$ cat src/design/uart_status_and_rx_fifo_defines.svh
// Assertion macros shared by the UART status and receive buffer block.
// Included by the top level; depends on nothing else.
`ifndef UART_STATUS_AND_RX_FIFO_DEFINES_SVH
`define UART_STATUS_AND_RX_FIFO_DEFINES_SVH

// Same-cycle implication, checked while out of reset.
`define USRF_ASSERT_NOW(label, clk, rst_n, ante, cons, msg) \
	label: assert property (@(posedge clk) disable iff (!(rst_n)) (ante) |-> (cons)) \
		else $error(msg);

// Next-cycle implication, checked while out of reset.
`define USRF_ASSERT_NEXT(label, clk, rst_n, ante, cons, msg) \
	label: assert property (@(posedge clk) disable iff (!(rst_n)) (ante) |=> (cons)) \
		else $error(msg);

`endif

$ cat src/design/usrf_pkg.sv
// Shared types and constants for the UART status and receive buffer block.
// No dependencies.
package usrf_pkg;

	// Transaction commands
	localparam logic [2:0] CMD_LINE_RX   = 3'd0;
	localparam logic [2:0] CMD_RD_DATA   = 3'd1;
	localparam logic [2:0] CMD_WR_DATA   = 3'd2;
	localparam logic [2:0] CMD_WR_STATUS = 3'd3;
	localparam logic [2:0] CMD_WR_CTRL   = 3'd4;
	localparam logic [2:0] CMD_WR_SREG   = 3'd5;

	// Bit positions in status / control (shared layout) and in SREG
	localparam int unsigned BIT_RXC    = 7;
	localparam int unsigned BIT_TXC    = 6;
	localparam int unsigned BIT_UDRE   = 5;
	localparam int unsigned BIT_RXEN   = 4;
	localparam int unsigned BIT_SREG_I = 7;

	localparam logic [7:0] ERR_KEEP     = 8'hE3;
	localparam logic [7:0] STATUS_RESET = 8'h20;

	// Receive buffer fill levels
	localparam logic [1:0] FILL_EMPTY = 2'd0;
	localparam logic [1:0] FILL_ONE   = 2'd1;
	localparam logic [1:0] FILL_TWO   = 2'd2;

	typedef struct packed {
		logic [7:0] rx_data;
		logic [7:0] rx_hold;
		logic [1:0] rx_fill;
		logic [7:0] status;
		logic [7:0] control;
	} usrf_state_t;

	typedef struct packed {
		logic [7:0] read_data;
		logic [7:0] status_image;
		logic [7:0] control_image;
		logic       tx_valid;
		logic [7:0] tx_byte;
		logic       irq_rx_complete;
		logic       irq_tx_complete;
		logic       irq_data_empty;
		logic       int_delay;
	} usrf_result_t;

endpackage

$ cat src/design/uart_status_and_rx_fifo.sv
// Top level of the UART register model with a two-entry receive buffer.
// Depends on usrf_pkg, usrf_step and uart_status_and_rx_fifo_defines.svh.
//
// Each accepted transaction (a line byte, a data read or write, a status,
// control or SREG write) is applied to the register state in the cycle it
// is accepted, and its one result lands in the output register on the same
// edge, visible from the next cycle. One transaction can be accepted every
// cycle unless in_stall holds it off; the single output register sets that
// rate. in_stall rises only while a result waits and out_stall is
// high, so a result being taken frees the slot for a new transaction in the
// same cycle. After reset the status register reads 0x20 (data empty), the
// control register and receive data read zero and the buffer is empty.
`include "uart_status_and_rx_fifo_defines.svh"

module uart_status_and_rx_fifo (
	input  logic       clk,
	input  logic       arst_n,
	input  logic       in_valid,
	output logic       in_stall,
	input  logic [2:0] cmd,
	input  logic [7:0] data_in,
	input  logic       cpu_int_enable,
	output logic       out_valid,
	input  logic       out_stall,
	output logic [7:0] read_data,
	output logic [7:0] status_image,
	output logic [7:0] control_image,
	output logic       tx_valid,
	output logic [7:0] tx_byte,
	output logic       irq_rx_complete,
	output logic       irq_tx_complete,
	output logic       irq_data_empty,
	output logic       int_delay
);

	// Register state
	logic [7:0] rx_data_q;
	logic [7:0] rx_hold_q;
	logic [1:0] rx_fill_q;
	logic [7:0] status_q;
	logic [7:0] control_q;

	usrf_pkg::usrf_state_t  cur_state;
	usrf_pkg::usrf_state_t  nxt_state;
	usrf_pkg::usrf_result_t step_res;
	usrf_pkg::usrf_result_t res_q;
	logic                   out_valid_q;
	logic                   accept;

	// Hold off new transactions only while a result waits on a stalled sink.
	assign in_stall = out_valid_q & out_stall;
	assign accept   = in_valid & ~in_stall;

	assign cur_state = '{
		rx_data: rx_data_q,
		rx_hold: rx_hold_q,
		rx_fill: rx_fill_q,
		status:  status_q,
		control: control_q
	};

	usrf_step u_step (
		.cur            (cur_state),
		.cmd            (cmd),
		.data_in        (data_in),
		.cpu_int_enable (cpu_int_enable),
		.nxt            (nxt_state),
		.res            (step_res)
	);

	// Advance the register state on every accepted transaction.
	always_ff @(posedge clk or negedge arst_n) begin
		if (!arst_n) begin
			rx_data_q <= '0;
			rx_fill_q <= usrf_pkg::FILL_EMPTY;
			status_q  <= usrf_pkg::STATUS_RESET;
			control_q <= '0;
		end else if (accept) begin
			rx_data_q <= nxt_state.rx_data;
			rx_fill_q <= nxt_state.rx_fill;
			status_q  <= nxt_state.status;
			control_q <= nxt_state.control;
		end
	end

	// Hold byte is undefined until a second line byte is written.
	always_ff @(posedge clk) begin
		if (accept) begin
			rx_hold_q <= nxt_state.rx_hold;
		end
	end

	// Output register: fill on accept, drop once taken.
	always_ff @(posedge clk or negedge arst_n) begin
		if (!arst_n) begin
			out_valid_q <= 1'b0;
		end else if (accept) begin
			out_valid_q <= 1'b1;
		end else if (!out_stall) begin
			out_valid_q <= 1'b0;
		end
	end

	always_ff @(posedge clk) begin
		if (accept) begin
			res_q <= step_res;
		end
	end

	assign out_valid       = out_valid_q;
	assign read_data       = res_q.read_data;
	assign status_image    = res_q.status_image;
	assign control_image   = res_q.control_image;
	assign tx_valid        = res_q.tx_valid;
	assign tx_byte         = res_q.tx_byte;
	assign irq_rx_complete = res_q.irq_rx_complete;
	assign irq_tx_complete = res_q.irq_tx_complete;
	assign irq_data_empty  = res_q.irq_data_empty;
	assign int_delay       = res_q.int_delay;

	// RXC tracks a non-empty receive buffer.
	`USRF_ASSERT_NOW(a_rxc_matches_fill, clk, arst_n, 1'b1,
		status_q[usrf_pkg::BIT_RXC] == (rx_fill_q != usrf_pkg::FILL_EMPTY),
		"RXC out of step with receive fill count")

	// The fill count never passes two entries.
	`USRF_ASSERT_NOW(a_fill_bound, clk, arst_n, 1'b1,
		rx_fill_q != 2'd3, "receive fill count out of range")

	// An accepted data write shows up as a transmit in the next result.
	`USRF_ASSERT_NEXT(a_wr_data_tx, clk, arst_n,
		accept && (cmd == usrf_pkg::CMD_WR_DATA),
		out_valid && tx_valid && (tx_byte == $past(data_in)),
		"data write did not produce a transmit")

	// At most one interrupt request per result; a data write may raise
	// transmit complete and data empty together.
	`USRF_ASSERT_NOW(a_one_irq, clk, arst_n, out_valid && !tx_valid,
		$onehot0({irq_rx_complete, irq_tx_complete, irq_data_empty}),
		"more than one interrupt raised by one transaction")

endmodule

$ cat src/design/usrf_step.sv
// Next-state and result logic for one transaction of the UART register model.
// Depends on usrf_pkg.
module usrf_step (
	input  usrf_pkg::usrf_state_t  cur,
	input  logic [2:0]             cmd,
	input  logic [7:0]             data_in,
	input  logic                   cpu_int_enable,
	output usrf_pkg::usrf_state_t  nxt,
	output usrf_pkg::usrf_result_t res
);

	always_comb begin
		nxt = cur;
		res = '0;
		unique case (cmd)
			usrf_pkg::CMD_LINE_RX: begin
				if (cur.control[usrf_pkg::BIT_RXEN]) begin
					if (cur.rx_fill == usrf_pkg::FILL_EMPTY) begin
						nxt.rx_data = data_in;
						nxt.rx_fill = usrf_pkg::FILL_ONE;
						nxt.status[usrf_pkg::BIT_RXC] = 1'b1;
						res.irq_rx_complete = cur.control[usrf_pkg::BIT_RXC] & cpu_int_enable;
					end else if (cur.rx_fill == usrf_pkg::FILL_ONE) begin
						nxt.rx_hold = data_in;
						nxt.rx_fill = usrf_pkg::FILL_TWO;
					end
				end
			end
			usrf_pkg::CMD_RD_DATA: begin
				res.read_data = cur.rx_data;
				if (cur.rx_fill != usrf_pkg::FILL_EMPTY) begin
					if (cur.rx_fill[1]) begin
						// advance the hold byte, keep RXC
						nxt.rx_data = cur.rx_hold;
						nxt.status  = cur.status & usrf_pkg::ERR_KEEP;
						nxt.rx_fill = usrf_pkg::FILL_ONE;
						res.irq_rx_complete = cur.control[usrf_pkg::BIT_RXC] & cpu_int_enable;
					end else begin
						nxt.status[usrf_pkg::BIT_RXC] = 1'b0;
						nxt.rx_fill = usrf_pkg::FILL_EMPTY;
					end
				end
			end
			usrf_pkg::CMD_WR_DATA: begin
				res.tx_valid = 1'b1;
				res.tx_byte  = data_in;
				if (cur.control[usrf_pkg::BIT_TXC] && cpu_int_enable) begin
					res.irq_tx_complete = 1'b1;
				end else begin
					nxt.status[usrf_pkg::BIT_TXC] = 1'b1;
				end
				res.irq_data_empty = cur.control[usrf_pkg::BIT_UDRE] & cpu_int_enable;
			end
			usrf_pkg::CMD_WR_STATUS: begin
				if (data_in[usrf_pkg::BIT_TXC]) begin
					nxt.status[usrf_pkg::BIT_TXC] = 1'b0;
				end
			end
			usrf_pkg::CMD_WR_CTRL: begin
				// flush first, then check rising enables against the flushed flags
				if (!data_in[usrf_pkg::BIT_RXEN]) begin
					nxt.rx_fill = usrf_pkg::FILL_EMPTY;
					nxt.status[usrf_pkg::BIT_RXC] = 1'b0;
				end
				if (data_in[usrf_pkg::BIT_RXC] && !cur.control[usrf_pkg::BIT_RXC]
						&& nxt.status[usrf_pkg::BIT_RXC]) begin
					res.irq_rx_complete = cpu_int_enable;
				end else if (data_in[usrf_pkg::BIT_TXC] && !cur.control[usrf_pkg::BIT_TXC]
						&& nxt.status[usrf_pkg::BIT_TXC]) begin
					if (cpu_int_enable) begin
						res.irq_tx_complete = 1'b1;
						nxt.status[usrf_pkg::BIT_TXC] = 1'b0;
					end
				end else if (data_in[usrf_pkg::BIT_UDRE] && !cur.control[usrf_pkg::BIT_UDRE]
						&& nxt.status[usrf_pkg::BIT_UDRE]) begin
					res.irq_data_empty = cpu_int_enable;
				end
				nxt.control = data_in;
			end
			usrf_pkg::CMD_WR_SREG: begin
				if (data_in[usrf_pkg::BIT_SREG_I] && !cpu_int_enable) begin
					res.int_delay = 1'b1;
					if (cur.control[usrf_pkg::BIT_RXC] && cur.status[usrf_pkg::BIT_RXC]) begin
						res.irq_rx_complete = 1'b1;
					end else if (cur.control[usrf_pkg::BIT_TXC]
							&& cur.status[usrf_pkg::BIT_TXC]) begin
						res.irq_tx_complete = 1'b1;
						nxt.status[usrf_pkg::BIT_TXC] = 1'b0;
					end else if (cur.control[usrf_pkg::BIT_UDRE]
							&& cur.status[usrf_pkg::BIT_UDRE]) begin
						res.irq_data_empty = 1'b1;
					end
				end
			end
			default: begin
				// unused commands only report the images
			end
		endcase
		res.status_image  = nxt.status;
		res.control_image = nxt.control;
	end

endmodule

$ cat config.mk
export PLATFORM = sky130hd
export DESIGN_NAME = uart_status_and_rx_fifo
export DESIGN_NICKNAME = d
export VERILOG_FILES = /design/src/design/usrf_pkg.sv /design/src/design/uart_status_and_rx_fifo.sv /design/src/design/usrf_step.sv
export VERILOG_INCLUDE_DIRS = /design/src /design/src/design
export SDC_FILE = /design/constraint.sdc
export NUM_CORES = 1
export LEC_CHECK = 0
export BUFFER_PORTS_ARGS = -buffer_cell sky130_fd_sc_hd__buf_2
export CAP_MARGIN = 30
export CORE_ASPECT_RATIO = 2
export CORE_MARGIN = 5
export CORE_UTILIZATION = 45
export CTS_CLUSTER_SIZE = 28
export DETAILED_ROUTE_END_ITERATION = 8
export GPL_ROUTABILITY_DRIVEN = 0
export GPL_TIMING_DRIVEN = 0
export PLACE_DENSITY = 0.77
export SYNTH_ARGS = -nofsm -noshare
export SYNTH_HDL_FRONTEND = slang
export SYNTH_HIERARCHICAL = 1
export SYNTH_SLANG_ARGS = --single-unit
$ cat constraint.sdc
create_clock -name clk -period 2 [get_ports clk]
set_clock_uncertainty 0.1 [all_clocks]
set_input_delay 0.2 -clock clk [delete_from_list [all_inputs] [get_ports clk]]
set_output_delay 0.2 -clock clk [all_outputs]
set_load 0.02 [all_outputs]
==> flow_metrics.py <==
metrics = {
    "logic_synthesis": {
        "yosysTopAreaCell": "edfxtp_1",
        "synth_top_area_share_pct": 38.7,
        "synthArstFlopShare_pct": 37.5,
        "postSynthAreaPerCell_um2": 14.4,
        "synth_top_family_by_area": "multiplexers",
        "ys_seq_elements": 72,
        "seq_area_frac_synth_pct": 58.0,
        "netlist_area_mm2": 0.00350,
        "synth.most_common_cell": "edfxtp_1",
        "yosys_warnings": 6,
        "synth-main-ff-cell": "edfxtp_1",
        "synthTopCellsByArea": "edfxtp_1, dfrtp_1, mux2_4, mux2_2, buf_4",
        "synthMuxAreaShare_pct": 16.4,
        "synth_cells": 242,
        "synth_edf_count": 45,
        "synth_compound_area_share_pct": 7.34,
        "synth-simple-area-share_pct": 9.66,
        "synth_xor_area_share_pct": 0,
        "synth_nets": 260,
        "synthAdderAreaFrac_pct": 0.716,
        "synthDistinctLibCells": 44,
        "synthTopCellsByCount": "edfxtp_1, mux2_4, dfrtp_1",
    },
    "setup_path": {
        "critPathMaxFanout": 10,
        "cp-start-kind": "flop",
        "worstPathArrival_ns": 2.05,
        "endpoint_kind": "flop",
        "path_class": "flop to flop",
        "reg2reg_slack_ns": 0.07,
        "required_ns": 2.12,
    },
    "clock_network": {
        "cts_htree_levels": 3,
        "clockRootBuffer": "clkbuf_16",
        "cts_buffer_depth": 2,
        "clk_transition_reported_paths_ns": 0.06,
        "insertion_delay_ns": 0.33,
        "cts_buffers": 9,
        "cts_tree": "built",
        "cts.sink_count": 72,
    },
    "finish": {
        "drive_gt1_share_pct": 48.7,
        "synthToLayoutAreaGrowth_pct": 21.5,
        "fillers": 633,
        "final_util_pct": 55.9,
        "diodes": 0,
        "fin_nets": 329,
        "final_cell_area_mm2": 0.00425,
    },
    "pwr": {
        "ir_drop_uv": 521,
        "total_power_uw": 4900,
        "power_density_mw_per_mm2": 1150,
        "power.leakage_uw": 0.00189,
    },
    "sta": {
        "tightest_slew_ns": 0.660,
        "fin_crit_ns": 1.93,
        "period_share_pct": 96.5,
        "max_slew_margin_pct": 56.0,
        "fmax_mhz": 518,
        "setup_viol": 0,
        "tns_ns": 0,
        "maxSlewViolCount": 0,
        "rsz0062_at_grt": "yes",
        "final_hold_viol_count": 0,
    },
    "floorplanning": {
        "die_h_um": 135,
        "io_pins": 55,
        "rows": 45,
        "dieArea_mm2": 0.00974,
        "die_w_um": 72.3,
        "start_util_pct": 46.0,
        "core_mm2": 0.00760,
    },
    "routing": {
        "avgViaCountPerCell": 5.20,
        "drc": 0,
        "drt_pre_antenna_iters": 5,
        "finalWirelength_mm": 6.92,
        "antenna_left": 0,
        "drt-initial-drc-count": 137,
        "via_count": 2134,
        "wl_per_cell_um": 16.9,
    },
    "placed_design": {
        "dp_hpwl_mm": 4.71,
        "place_area_mm2": 0.00388,
        "portBuffers": 53,
    },
    "outcome": {
        "status": "complete, no violations",
    },
    "hold_path": {
        "hold_class": "input port to flop",
    },
    "global_routing": {
        "grt_pass1_wl_mm": 11.1,
        "grt_max_degree": 55,
        "grt_overflow": 0,
        "grt_pass1_vias": 2197,
        "antenna_found_initial": 0,
        "grtUsageTotal_pct": 15.3,
    },
    "job": {
        "cap_violations": 0,
    },
}
critical path: stages (launching register included):
cell	delay, ns
dfrtp_2	0.43
inv_2	0.10
ha_4	0.18
inv_1	0.07
and3_1	0.19
buf_6	0.16
a22oi_1	0.19
o21ai_0	0.11
mux2_4	0.26
worst paths after layout:
kind	start	to	cells after the start
max in group asynchronous	arst_n	rx_fill_q[1]	2
min reg2reg	status_q[2]	status_q[2]	1
max reg2reg	rx_fill_q[1]	rx_data_q[0]	8
max	rx_fill_q[1]	rx_data_q[0]	8
min in group asynchronous	arst_n	rx_data_q[7]	2
min	data_in[0]	tx_byte[0]	2
power breakdown:
group	switching, uW	leakage [uW]	internal, uW
combinational	524	0.000965	684
clock	592	0.000145	996
sequential	200	0.000774	1910
total	1320	0.00189	3590
stage by stage:
stage / hold WS, ns / std cells / worst slack [ns]
3_3_place_gp: 0.163 / 389 / -0.169
5_1_grt: 0.112 / 410 / -0.0154
4_1_cts: 0.0841 / 409 / 0.00192
3_5_place_dp: 0.171 / 389 / -0.268
6_report: 0.105 / 410 / 0.0692
2_1_floorplan: -0.196 / 242 / 0.130
per-layer routing:
layer	wire, um	track usage, %	vias to the layer above	share of wire [%]
met5	0	0	-	0
met4	252	9.21	0	3.6
met3	417	4.02	13	6.0
met2	3680	26.0	73	53
met1	2560	16.5	1049	37
li1	-	-	999	-
state kept, by name, indices dropped and copies added, names as in the netlist:
name,count
control_image,8
control_q,8
int_delay,1
irq_data_empty,1
irq_rx_complete,1
irq_tx_complete,1
out_valid,1
read_data,8
rx_data_q,8
rx_fill_q,2
rx_hold_q,8
status_image,8
status_q,8
tx_byte,8
tx_valid,1
what timing repair did:
item | in CTS | in global routing
resized for setup | 4 | 8
setup buffers | 2 | 1
endpoints found under the setup margin | 10 | 10
endpoints found under the hold margin | 27 | 0
pin swaps | 1 | 0
hold buffers | 2 | 0
cell families (layout without fill, tap and decap cells):
group,Yosys count,count (layout)
AOI/OAI and AO/OA,35,35
adders and majority gates,2,2
buffers and inverters,39,113
DFF,72,72
muxes,42,42
and+or+nand+nor,52,52
cell usage in the layout (no fill, tap or decap), types with 3 or more instances in the layout:
cell type	instances
nand2b_1	3
a22oi_1	8
mux2_2	15
nor2b_1	4
dfrtp_1	25
inv_1	10
clkbuf_16	9
edfxtp_1	45
buf_2	53
nand3_1	3
mux2_4	27
buf_4	24
o21ai_0	7
nor2_1	5
and2_1	18
buf_6	3
nand2_1	5
a21o_1	3
nand3b_1	3
final cells by class:
type                    count  area (um2)  share of cell area, %
flip-flops and latches     72        2030                   47.8
clock inverters             5        56.3                   1.33
repair buffers             58         308                   7.24
inverters                  11        41.3                  0.972
plain buffers              28         240                   5.65
multi-input cells         131        1210                   28.6
well taps                  94         118                   2.77
clock buffers              11         243                   5.71
Power figures use the tool's default switching activity.
